[config.mk]
export PLATFORM = sky130hd
export DESIGN_NAME = mlp_ctrl
export DESIGN_NICKNAME = d
export VERILOG_FILES = /design/src/rtl/core/mlp_pkg.sv /design/src/rtl/core/mlp_ctrl.sv
export SDC_FILE = /design/constraint.sdc
export NUM_CORES = 1
export LEC_CHECK = 0
export ABC_AREA = 1
export BUFFER_PORTS_ARGS = -buffer_cell sky130_fd_sc_hd__buf_2
export CORE_UTILIZATION = 60
export CTS_BUF_LIST = sky130_fd_sc_hd__clkbuf_16
export CTS_CLUSTER_SIZE = 24
export DETAILED_ROUTE_END_ITERATION = 8
export PLACE_DENSITY = 0.85
export SLEW_MARGIN = 20
export SYNTH_ARGS = -nofsm -noshare
export SYNTH_HDL_FRONTEND = slang
export SYNTH_SLANG_ARGS = --single-unit
export TNS_END_PERCENT = 5
[constraint.sdc]
create_clock -name clk -period 3.6 [get_ports clk]
set_input_delay 0.18 -clock clk [delete_from_list [all_inputs] [get_ports clk]]
set_output_delay 0.18 -clock clk [all_outputs]
set_load 0.03 [all_outputs]
[src/rtl/core/mlp_pkg.sv]
// ----------------------------------------------------------------------------
// mlp_pkg
// Shared sizes, codes, types and address helpers for the ReLU MLP engine.
// ----------------------------------------------------------------------------
package mlp_pkg;

  // Network shape and number format.
  localparam int NUM_INPUTS   = 9;
  localparam int HIDDEN_WIDTH = 50;
  localparam int NUM_OUTPUTS  = 2;
  localparam int FRAC_BITS    = 16;

  localparam int LAST_LAYER = 4;

  // Field widths of the item channels and the accumulator.
  localparam int CMD_W    = 2;
  localparam int LAYER_W  = 3;
  localparam int ROWCOL_W = 6;
  localparam int VAL_W    = 32;
  localparam int OUT_W    = 31;
  localparam int ACC_W    = 64;

  // Weight store layout: layer 0, three hidden layers, then the output layer.
  localparam int W_L0_SIZE  = NUM_INPUTS * HIDDEN_WIDTH;
  localparam int W_HID_SIZE = HIDDEN_WIDTH * HIDDEN_WIDTH;
  localparam int W_OUT_BASE = W_L0_SIZE + 3 * W_HID_SIZE;
  localparam int W_TOTAL    = W_OUT_BASE + HIDDEN_WIDTH * NUM_OUTPUTS;
  localparam int B_TOTAL    = LAST_LAYER * HIDDEN_WIDTH + NUM_OUTPUTS;
  localparam int ACT_DEPTH  = 2 * HIDDEN_WIDTH;

  localparam int WA_W = $clog2(W_TOTAL);
  localparam int BA_W = $clog2(B_TOTAL);
  localparam int AA_W = $clog2(ACT_DEPTH);

  localparam int MAX_FAN = (HIDDEN_WIDTH > NUM_INPUTS) ? HIDDEN_WIDTH : NUM_INPUTS;
  localparam int IDX_W   = (MAX_FAN > 1) ? $clog2(MAX_FAN) : 1;
  localparam int FEAT_W  = (NUM_INPUTS > 1) ? $clog2(NUM_INPUTS) : 1;

  // Item commands.
  typedef enum logic [CMD_W-1:0] {
    CMD_WEIGHT  = 2'd0,
    CMD_BIAS    = 2'd1,
    CMD_FEATURE = 2'd2
  } cmd_t;

  // Controller states.
  typedef enum logic [2:0] {
    ST_IDLE,
    ST_START,
    ST_MAC,
    ST_DRAIN,
    ST_WRITE,
    ST_DONE
  } state_t;

  // Commands from the controller to the datapath.
  typedef struct packed {
    logic               acc_clr;
    logic               bias_rd;
    logic               mac_en;
    logic               res_wr;
    logic               out_load;
    logic [LAYER_W-1:0] layer;
    logic [IDX_W-1:0]   neuron;
    logic [IDX_W-1:0]   fan;
    logic [WA_W-1:0]    waddr;
  } dp_cmd_t;

  // First weight address of a layer.
  function automatic logic [WA_W-1:0] w_base(input logic [LAYER_W-1:0] l);
    logic [WA_W-1:0] b;
    case (l)
      3'd0:    b = '0;
      3'd1:    b = WA_W'(W_L0_SIZE);
      3'd2:    b = WA_W'(W_L0_SIZE + W_HID_SIZE);
      3'd3:    b = WA_W'(W_L0_SIZE + 2 * W_HID_SIZE);
      default: b = WA_W'(W_OUT_BASE);
    endcase
    return b;
  endfunction

  // Number of destination neurons of a layer, as a weight row stride.
  function automatic logic [WA_W-1:0] w_stride(input logic [LAYER_W-1:0] l);
    return (l == LAYER_W'(LAST_LAYER)) ? WA_W'(NUM_OUTPUTS) : WA_W'(HIDDEN_WIDTH);
  endfunction

  // Index of the last input of a layer.
  function automatic logic [IDX_W-1:0] last_fan(input logic [LAYER_W-1:0] l);
    return (l == '0) ? IDX_W'(NUM_INPUTS - 1) : IDX_W'(HIDDEN_WIDTH - 1);
  endfunction

  // Index of the last neuron of a layer.
  function automatic logic [IDX_W-1:0] last_neuron(input logic [LAYER_W-1:0] l);
    return (l == LAYER_W'(LAST_LAYER)) ? IDX_W'(NUM_OUTPUTS - 1) : IDX_W'(HIDDEN_WIDTH - 1);
  endfunction

endpackage

[src/rtl/core/mlp_ctrl.sv]
// ----------------------------------------------------------------------------
// mlp_ctrl
// Controller: walks layers, neurons and inputs, and owns the result handshake.
// ----------------------------------------------------------------------------
module mlp_ctrl (
  input  logic                         clk,
  input  logic                         rst,
  input  logic                         in_acc,
  input  logic [mlp_pkg::CMD_W-1:0]    in_cmd,
  input  logic                         in_last,
  output logic                         in_ready,
  output logic                         out_valid,
  input  logic                         out_ready,
  output mlp_pkg::dp_cmd_t             cmd
);

  mlp_pkg::state_t                 state;
  mlp_pkg::state_t                 state_next;
  logic [mlp_pkg::LAYER_W-1:0]     layer;
  logic [mlp_pkg::LAYER_W-1:0]     layer_next;
  logic [mlp_pkg::IDX_W-1:0]       neuron;
  logic [mlp_pkg::IDX_W-1:0]       neuron_next;
  logic [mlp_pkg::IDX_W-1:0]       fan;
  logic [mlp_pkg::IDX_W-1:0]       fan_next;
  logic [mlp_pkg::WA_W-1:0]        waddr;
  logic [mlp_pkg::WA_W-1:0]        waddr_next;
  logic                            drain;
  logic                            drain_next;
  logic                            out_valid_next;

  // State and counter registers.
  always_ff @(posedge clk) begin
    if (rst) begin
      state     <= mlp_pkg::ST_IDLE;
      layer     <= '0;
      neuron    <= '0;
      fan       <= '0;
      waddr     <= '0;
      drain     <= 1'b0;
      out_valid <= 1'b0;
    end else begin
      state     <= state_next;
      layer     <= layer_next;
      neuron    <= neuron_next;
      fan       <= fan_next;
      waddr     <= waddr_next;
      drain     <= drain_next;
      out_valid <= out_valid_next;
    end
  end

  // Next state and datapath commands.
  always_comb begin
    state_next     = state;
    layer_next     = layer;
    neuron_next    = neuron;
    fan_next       = fan;
    waddr_next     = waddr;
    drain_next     = drain;
    out_valid_next = out_valid && !out_ready;
    in_ready       = 1'b0;
    cmd            = '0;
    cmd.layer      = layer;
    cmd.neuron     = neuron;
    cmd.fan        = fan;
    cmd.waddr      = waddr;

    case (state)
      mlp_pkg::ST_IDLE: begin
        in_ready = 1'b1;
        if (in_acc && (in_cmd == mlp_pkg::CMD_FEATURE) && in_last) begin
          layer_next  = '0;
          neuron_next = '0;
          state_next  = mlp_pkg::ST_START;
        end
      end
      mlp_pkg::ST_START: begin
        cmd.acc_clr = 1'b1;
        cmd.bias_rd = 1'b1;
        fan_next    = '0;
        waddr_next  = mlp_pkg::w_base(layer) + mlp_pkg::WA_W'(neuron);
        state_next  = mlp_pkg::ST_MAC;
      end
      mlp_pkg::ST_MAC: begin
        cmd.mac_en = 1'b1;
        waddr_next = waddr + mlp_pkg::w_stride(layer);
        fan_next   = fan + 1'b1;
        if (fan == mlp_pkg::last_fan(layer)) begin
          drain_next = 1'b0;
          state_next = mlp_pkg::ST_DRAIN;
        end
      end
      mlp_pkg::ST_DRAIN: begin
        drain_next = 1'b1;
        if (drain) begin
          state_next = mlp_pkg::ST_WRITE;
        end
      end
      mlp_pkg::ST_WRITE: begin
        cmd.res_wr = 1'b1;
        if (neuron == mlp_pkg::last_neuron(layer)) begin
          neuron_next = '0;
          if (layer == mlp_pkg::LAYER_W'(mlp_pkg::LAST_LAYER)) begin
            state_next = mlp_pkg::ST_DONE;
          end else begin
            layer_next = layer + 1'b1;
            state_next = mlp_pkg::ST_START;
          end
        end else begin
          neuron_next = neuron + 1'b1;
          state_next  = mlp_pkg::ST_START;
        end
      end
      mlp_pkg::ST_DONE: begin
        if (!out_valid) begin
          cmd.out_load   = 1'b1;
          out_valid_next = 1'b1;
          state_next     = mlp_pkg::ST_IDLE;
        end
      end
      default: begin
        state_next = mlp_pkg::ST_IDLE;
      end
    endcase
  end

  // A result appears only on the hand-off from the final layer.
  a_result_from_done: assert property (@(posedge clk) disable iff (rst)
    $rose(out_valid) |-> $past(state == mlp_pkg::ST_DONE))
    else $error("result raised outside the hand-off state");

  // The layer counter never passes the output layer while working.
  a_layer_range: assert property (@(posedge clk) disable iff (rst)
    (state != mlp_pkg::ST_IDLE) |-> (layer <= mlp_pkg::LAYER_W'(mlp_pkg::LAST_LAYER)))
    else $error("layer counter out of range");

endmodule

==> out/metrics.yaml <==
status:
  status: "finished clean"
timing:
  drv_slew: 0
  clock.fmax_ghz: 0.3739
  rsz0062_at_grt: "no"
  hold_viol: 0
  fin_tns_setup_ns: 0
  slew_headroom_pct: 66.35
  min_period_over_period_pct: 74.29
  fin_skew_ns: 0.004355
  setup_viol: 0
  min_period_ns: 2.674
  worstMarginPinSlew_ns: 0.5043
route:
  wl_per_cell_um: 13.10
  viasPerCell: 5.613
  drt_iter0_drc: 243
  num_vias: 2593
  wl_met2_um: 2828
  routed_wirelength_um: 6051
  dr.max_layer_used: "met4"
  drt-met1-wl_um: 2616
  wl_met3_um: 480
  first_pass_iters: 5
  route.detailed.drc: 0
  detail-route-antenna-nets: 0
die:
  ios: 42
  initial_core_util_pct: 63.97
  die_w_um: 65.41
  coreArea_mm2: 0.003771
  die_y_um: 65.41
  die-area_mm2: 0.004278
  num_rows: 22
cts:
  cts_setup_buffers: 0
  root_buffer: "clkbuf_16"
  cts_tree: "built"
  hold_buffers: 0
  insertion_delay_ns: 0.29
  cts_resized: 0
  cts_made_buffers: 5
  cts_buffer_depth: 2
  cts.sinks: 33
  h-tree-depth: 2
  cts.reportedPaths.clkPinSlew_ns: 0.06
grt:
  grt_pass1_wl_um: 10070
  grt_pass1_vias: 2290
  grt_start_max_net_pins: 21
  grtUsageTotal_pct: 30.68
  antenna_found_initial: 0
  overflow: 0
placement:
  gp_congestion: 0.8797
  dp.final_hpwl_um: 4193
  port_buffers: 41
  dp_cells: 454
synthesis:
  netlist_instances: 373
  syn_area_per_cell_um2: 6.467
  synthesis.area_mm2: 0.002412
  synthFlopType: "dfxtp_1"
  synth_edf_count: 0
  synth_nets: 395
  ys_seq_area_share_pct: 27.39
  ys_ff_latch: 33
  synth_cell_type_count: 36
  ys_warn_count: 0
  async_reset_ff_share_pct: 0
finish:
  fillers: 302
  syn2layout_area_growth_pct: 16.34
  stdcell_count: 462
  utilization_pct: 74.42
  drive_above_1_share_pct: 20.53
  num-nets-final: 435
  antenna_cells: 0
setup_path:
  end_kind: "flip-flop"
  crit_buf_inv: 4
  cpPeakStageDelay_ns: 0.38
  worstPathMaxFanout: 8
  crit_family: "adder cells"
  worstPathRequired_ns: 3.79
  startpoint_type: "flip-flop"
  cp.arrival_ns: 2.86
  worstSetupPathType: "flip-flop to flip-flop"
  crit_slowest_cell: "fa_1"
  critical_path.cell_chain: "ha_1 -> ha_1 -> inv_1 -> nand2_1 -> inv_1 -> nand2_1 -> ha_1 -> fa_1 -> nand2_1 -> nand2_1 -> nand2_1 -> nor2_1 -> inv_2 -> nand2_1 -> nand3_1 -> nand3_1 -> nand2_1 -> inv_1"
  path_common_cell: "nand2_1"
pwr:
  vdd_drop_max_mv: 0.5081
  powerDensity_mw_per_mm2: 766.1
  power_leakage_nw: 1.380
  finalPower_w: 0.002150
min_path:
  hold_path_class: "input port to flip-flop"
run:
  drv_cap: 0
## power breakdown
part / internal [W] / switching, W / total, W
combinational: 0.000301 / 0.000713 / 0.00101
sequential: 0.000453 / 0.000117 / 0.000570
clock: 0.000395 / 0.000171 / 0.000566
total: 0.00115 / 0.00100 / 0.00215
## area by class of cell
| class | count | area, um2 | area share (%) |
|---|---|---|---|
| multi-input cells | 281 | 1489 | 53.05 |
| flip-flops and latches | 33 | 660.6 | 23.54 |
| repair buffers | 41 | 205.2 | 7.312 |
| inverters | 51 | 201.4 | 7.178 |
| clock buffers | 5 | 125.1 | 4.458 |
| clock inverters | 3 | 65.06 | 2.318 |
| well taps | 48 | 60.06 | 2.140 |
## layout by cell type (no fill, tap or decap), drive strengths merged
cell / instances
nand2: 107
inv: 50
nand3: 46
buf: 41
nor2: 39
dfxtp: 33
a21oi: 26
o21ai: 19
ha: 14
nand4: 8
nand3b: 5
clkbuf: 5
or2: 4
a31oi: 3
xor2: 2
a211oi: 2
bufinv: 2
clkinv: 2
a21boi: 1
o211ai: 1
o21bai: 1
nor3: 1
a221oi: 1
fa: 1
## per-stage QoR
stage	hold WS (ns)	setup slack [ns]	cell area [um2]
detailed placement	0.4820	0.9714	2616
CTS	0.1893	0.9610	2806
finish	0.1825	0.9256	2806
global route	0.1985	0.6967	2806
floorplan	0.3745	1.030	2412
global placement	0.4600	1.085	2616
## layer usage
metal  global-route usage (%)  vias to the layer above
li1                         -                     1294
met1                    37.18                     1166
met2                    50.39                      117
met3                    8.681                       16
met4                    13.04                        0
met5                        0                        -
## final timing paths
kind	depth (start not counted)	start	slack, ns	endpoint
worst max-delay path	18	layer[0]$_SDFFE_PP0P_	0.93	waddr[9]$_SDFFE_PP0P_
worst min-delay path	4	out_ready	0.18	out_valid$_SDFF_PP0_
worst max register to register	18	layer[0]$_SDFFE_PP0P_	0.93	waddr[9]$_SDFFE_PP0P_
worst min register to register	2	waddr[12]$_SDFFE_PP0P_	0.50	waddr[12]$_SDFFE_PP0P_
## cells by family (layout without fill, tap and decap cells)
| family | Yosys count | after routing | synth area share [%] |
|---|---|---|---|
| DFF | 33 | 33 | 27.39 |
| buffers and inverters | 59 | 100 | 10.89 |
| AOI/OAI and AO/OA | 54 | 54 | 12.76 |
| and+or+nand+nor | 210 | 210 | 40.15 |
| xor gates and xnor gates | 2 | 2 | 0.7263 |
| adders and majority gates | 15 | 15 | 8.091 |
## worst reg2reg max path, stage by stage (launching register included)
cell and delay [ns]:
dfxtp_1 0.35, ha_1 0.22, ha_1 0.18, inv_1 0.18, nand2_1 0.15, inv_1 0.10
nand2_1 0.08, ha_1 0.24, fa_1 0.38, nand2_1 0.09, nand2_1 0.06, nand2_1 0.12
nor2_1 0.09, inv_2 0.05, nand2_1 0.04, nand3_1 0.08, nand3_1 0.07, nand2_1 0.07
inv_1 0.03
## state kept, by name (all words and copies together), names as in the netlist
| name | count |
|---|---|
| fan | 6 |
| waddr | 13 |
| neuron | 6 |
| layer | 3 |
| drain | 1 |
| out_valid | 1 |
| state | 3 |
## synthesized netlist by cell type, drive strengths merged, types with 2 or more instances
| library cell | count | area, um2 |
|---|---|---|
| ha | 14 | 175.2 |
| xor2 | 2 | 17.52 |
| a21oi | 26 | 130.1 |
| buf | 5 | 50.04 |
| a211oi | 2 | 15.01 |
| or2 | 4 | 25.03 |
| nand2 | 107 | 434.2 |
| inv | 50 | 192.7 |
| nand3 | 46 | 245.2 |
| nand3b | 5 | 37.54 |
| nor2 | 39 | 171.4 |
| a31oi | 3 | 18.77 |
| dfxtp | 33 | 660.6 |
| clkbuf | 3 | 11.26 |
| o21ai | 19 | 102.6 |
| nand4 | 8 | 50.05 |
No activity file was read; power rests on OpenSTA's default activity.
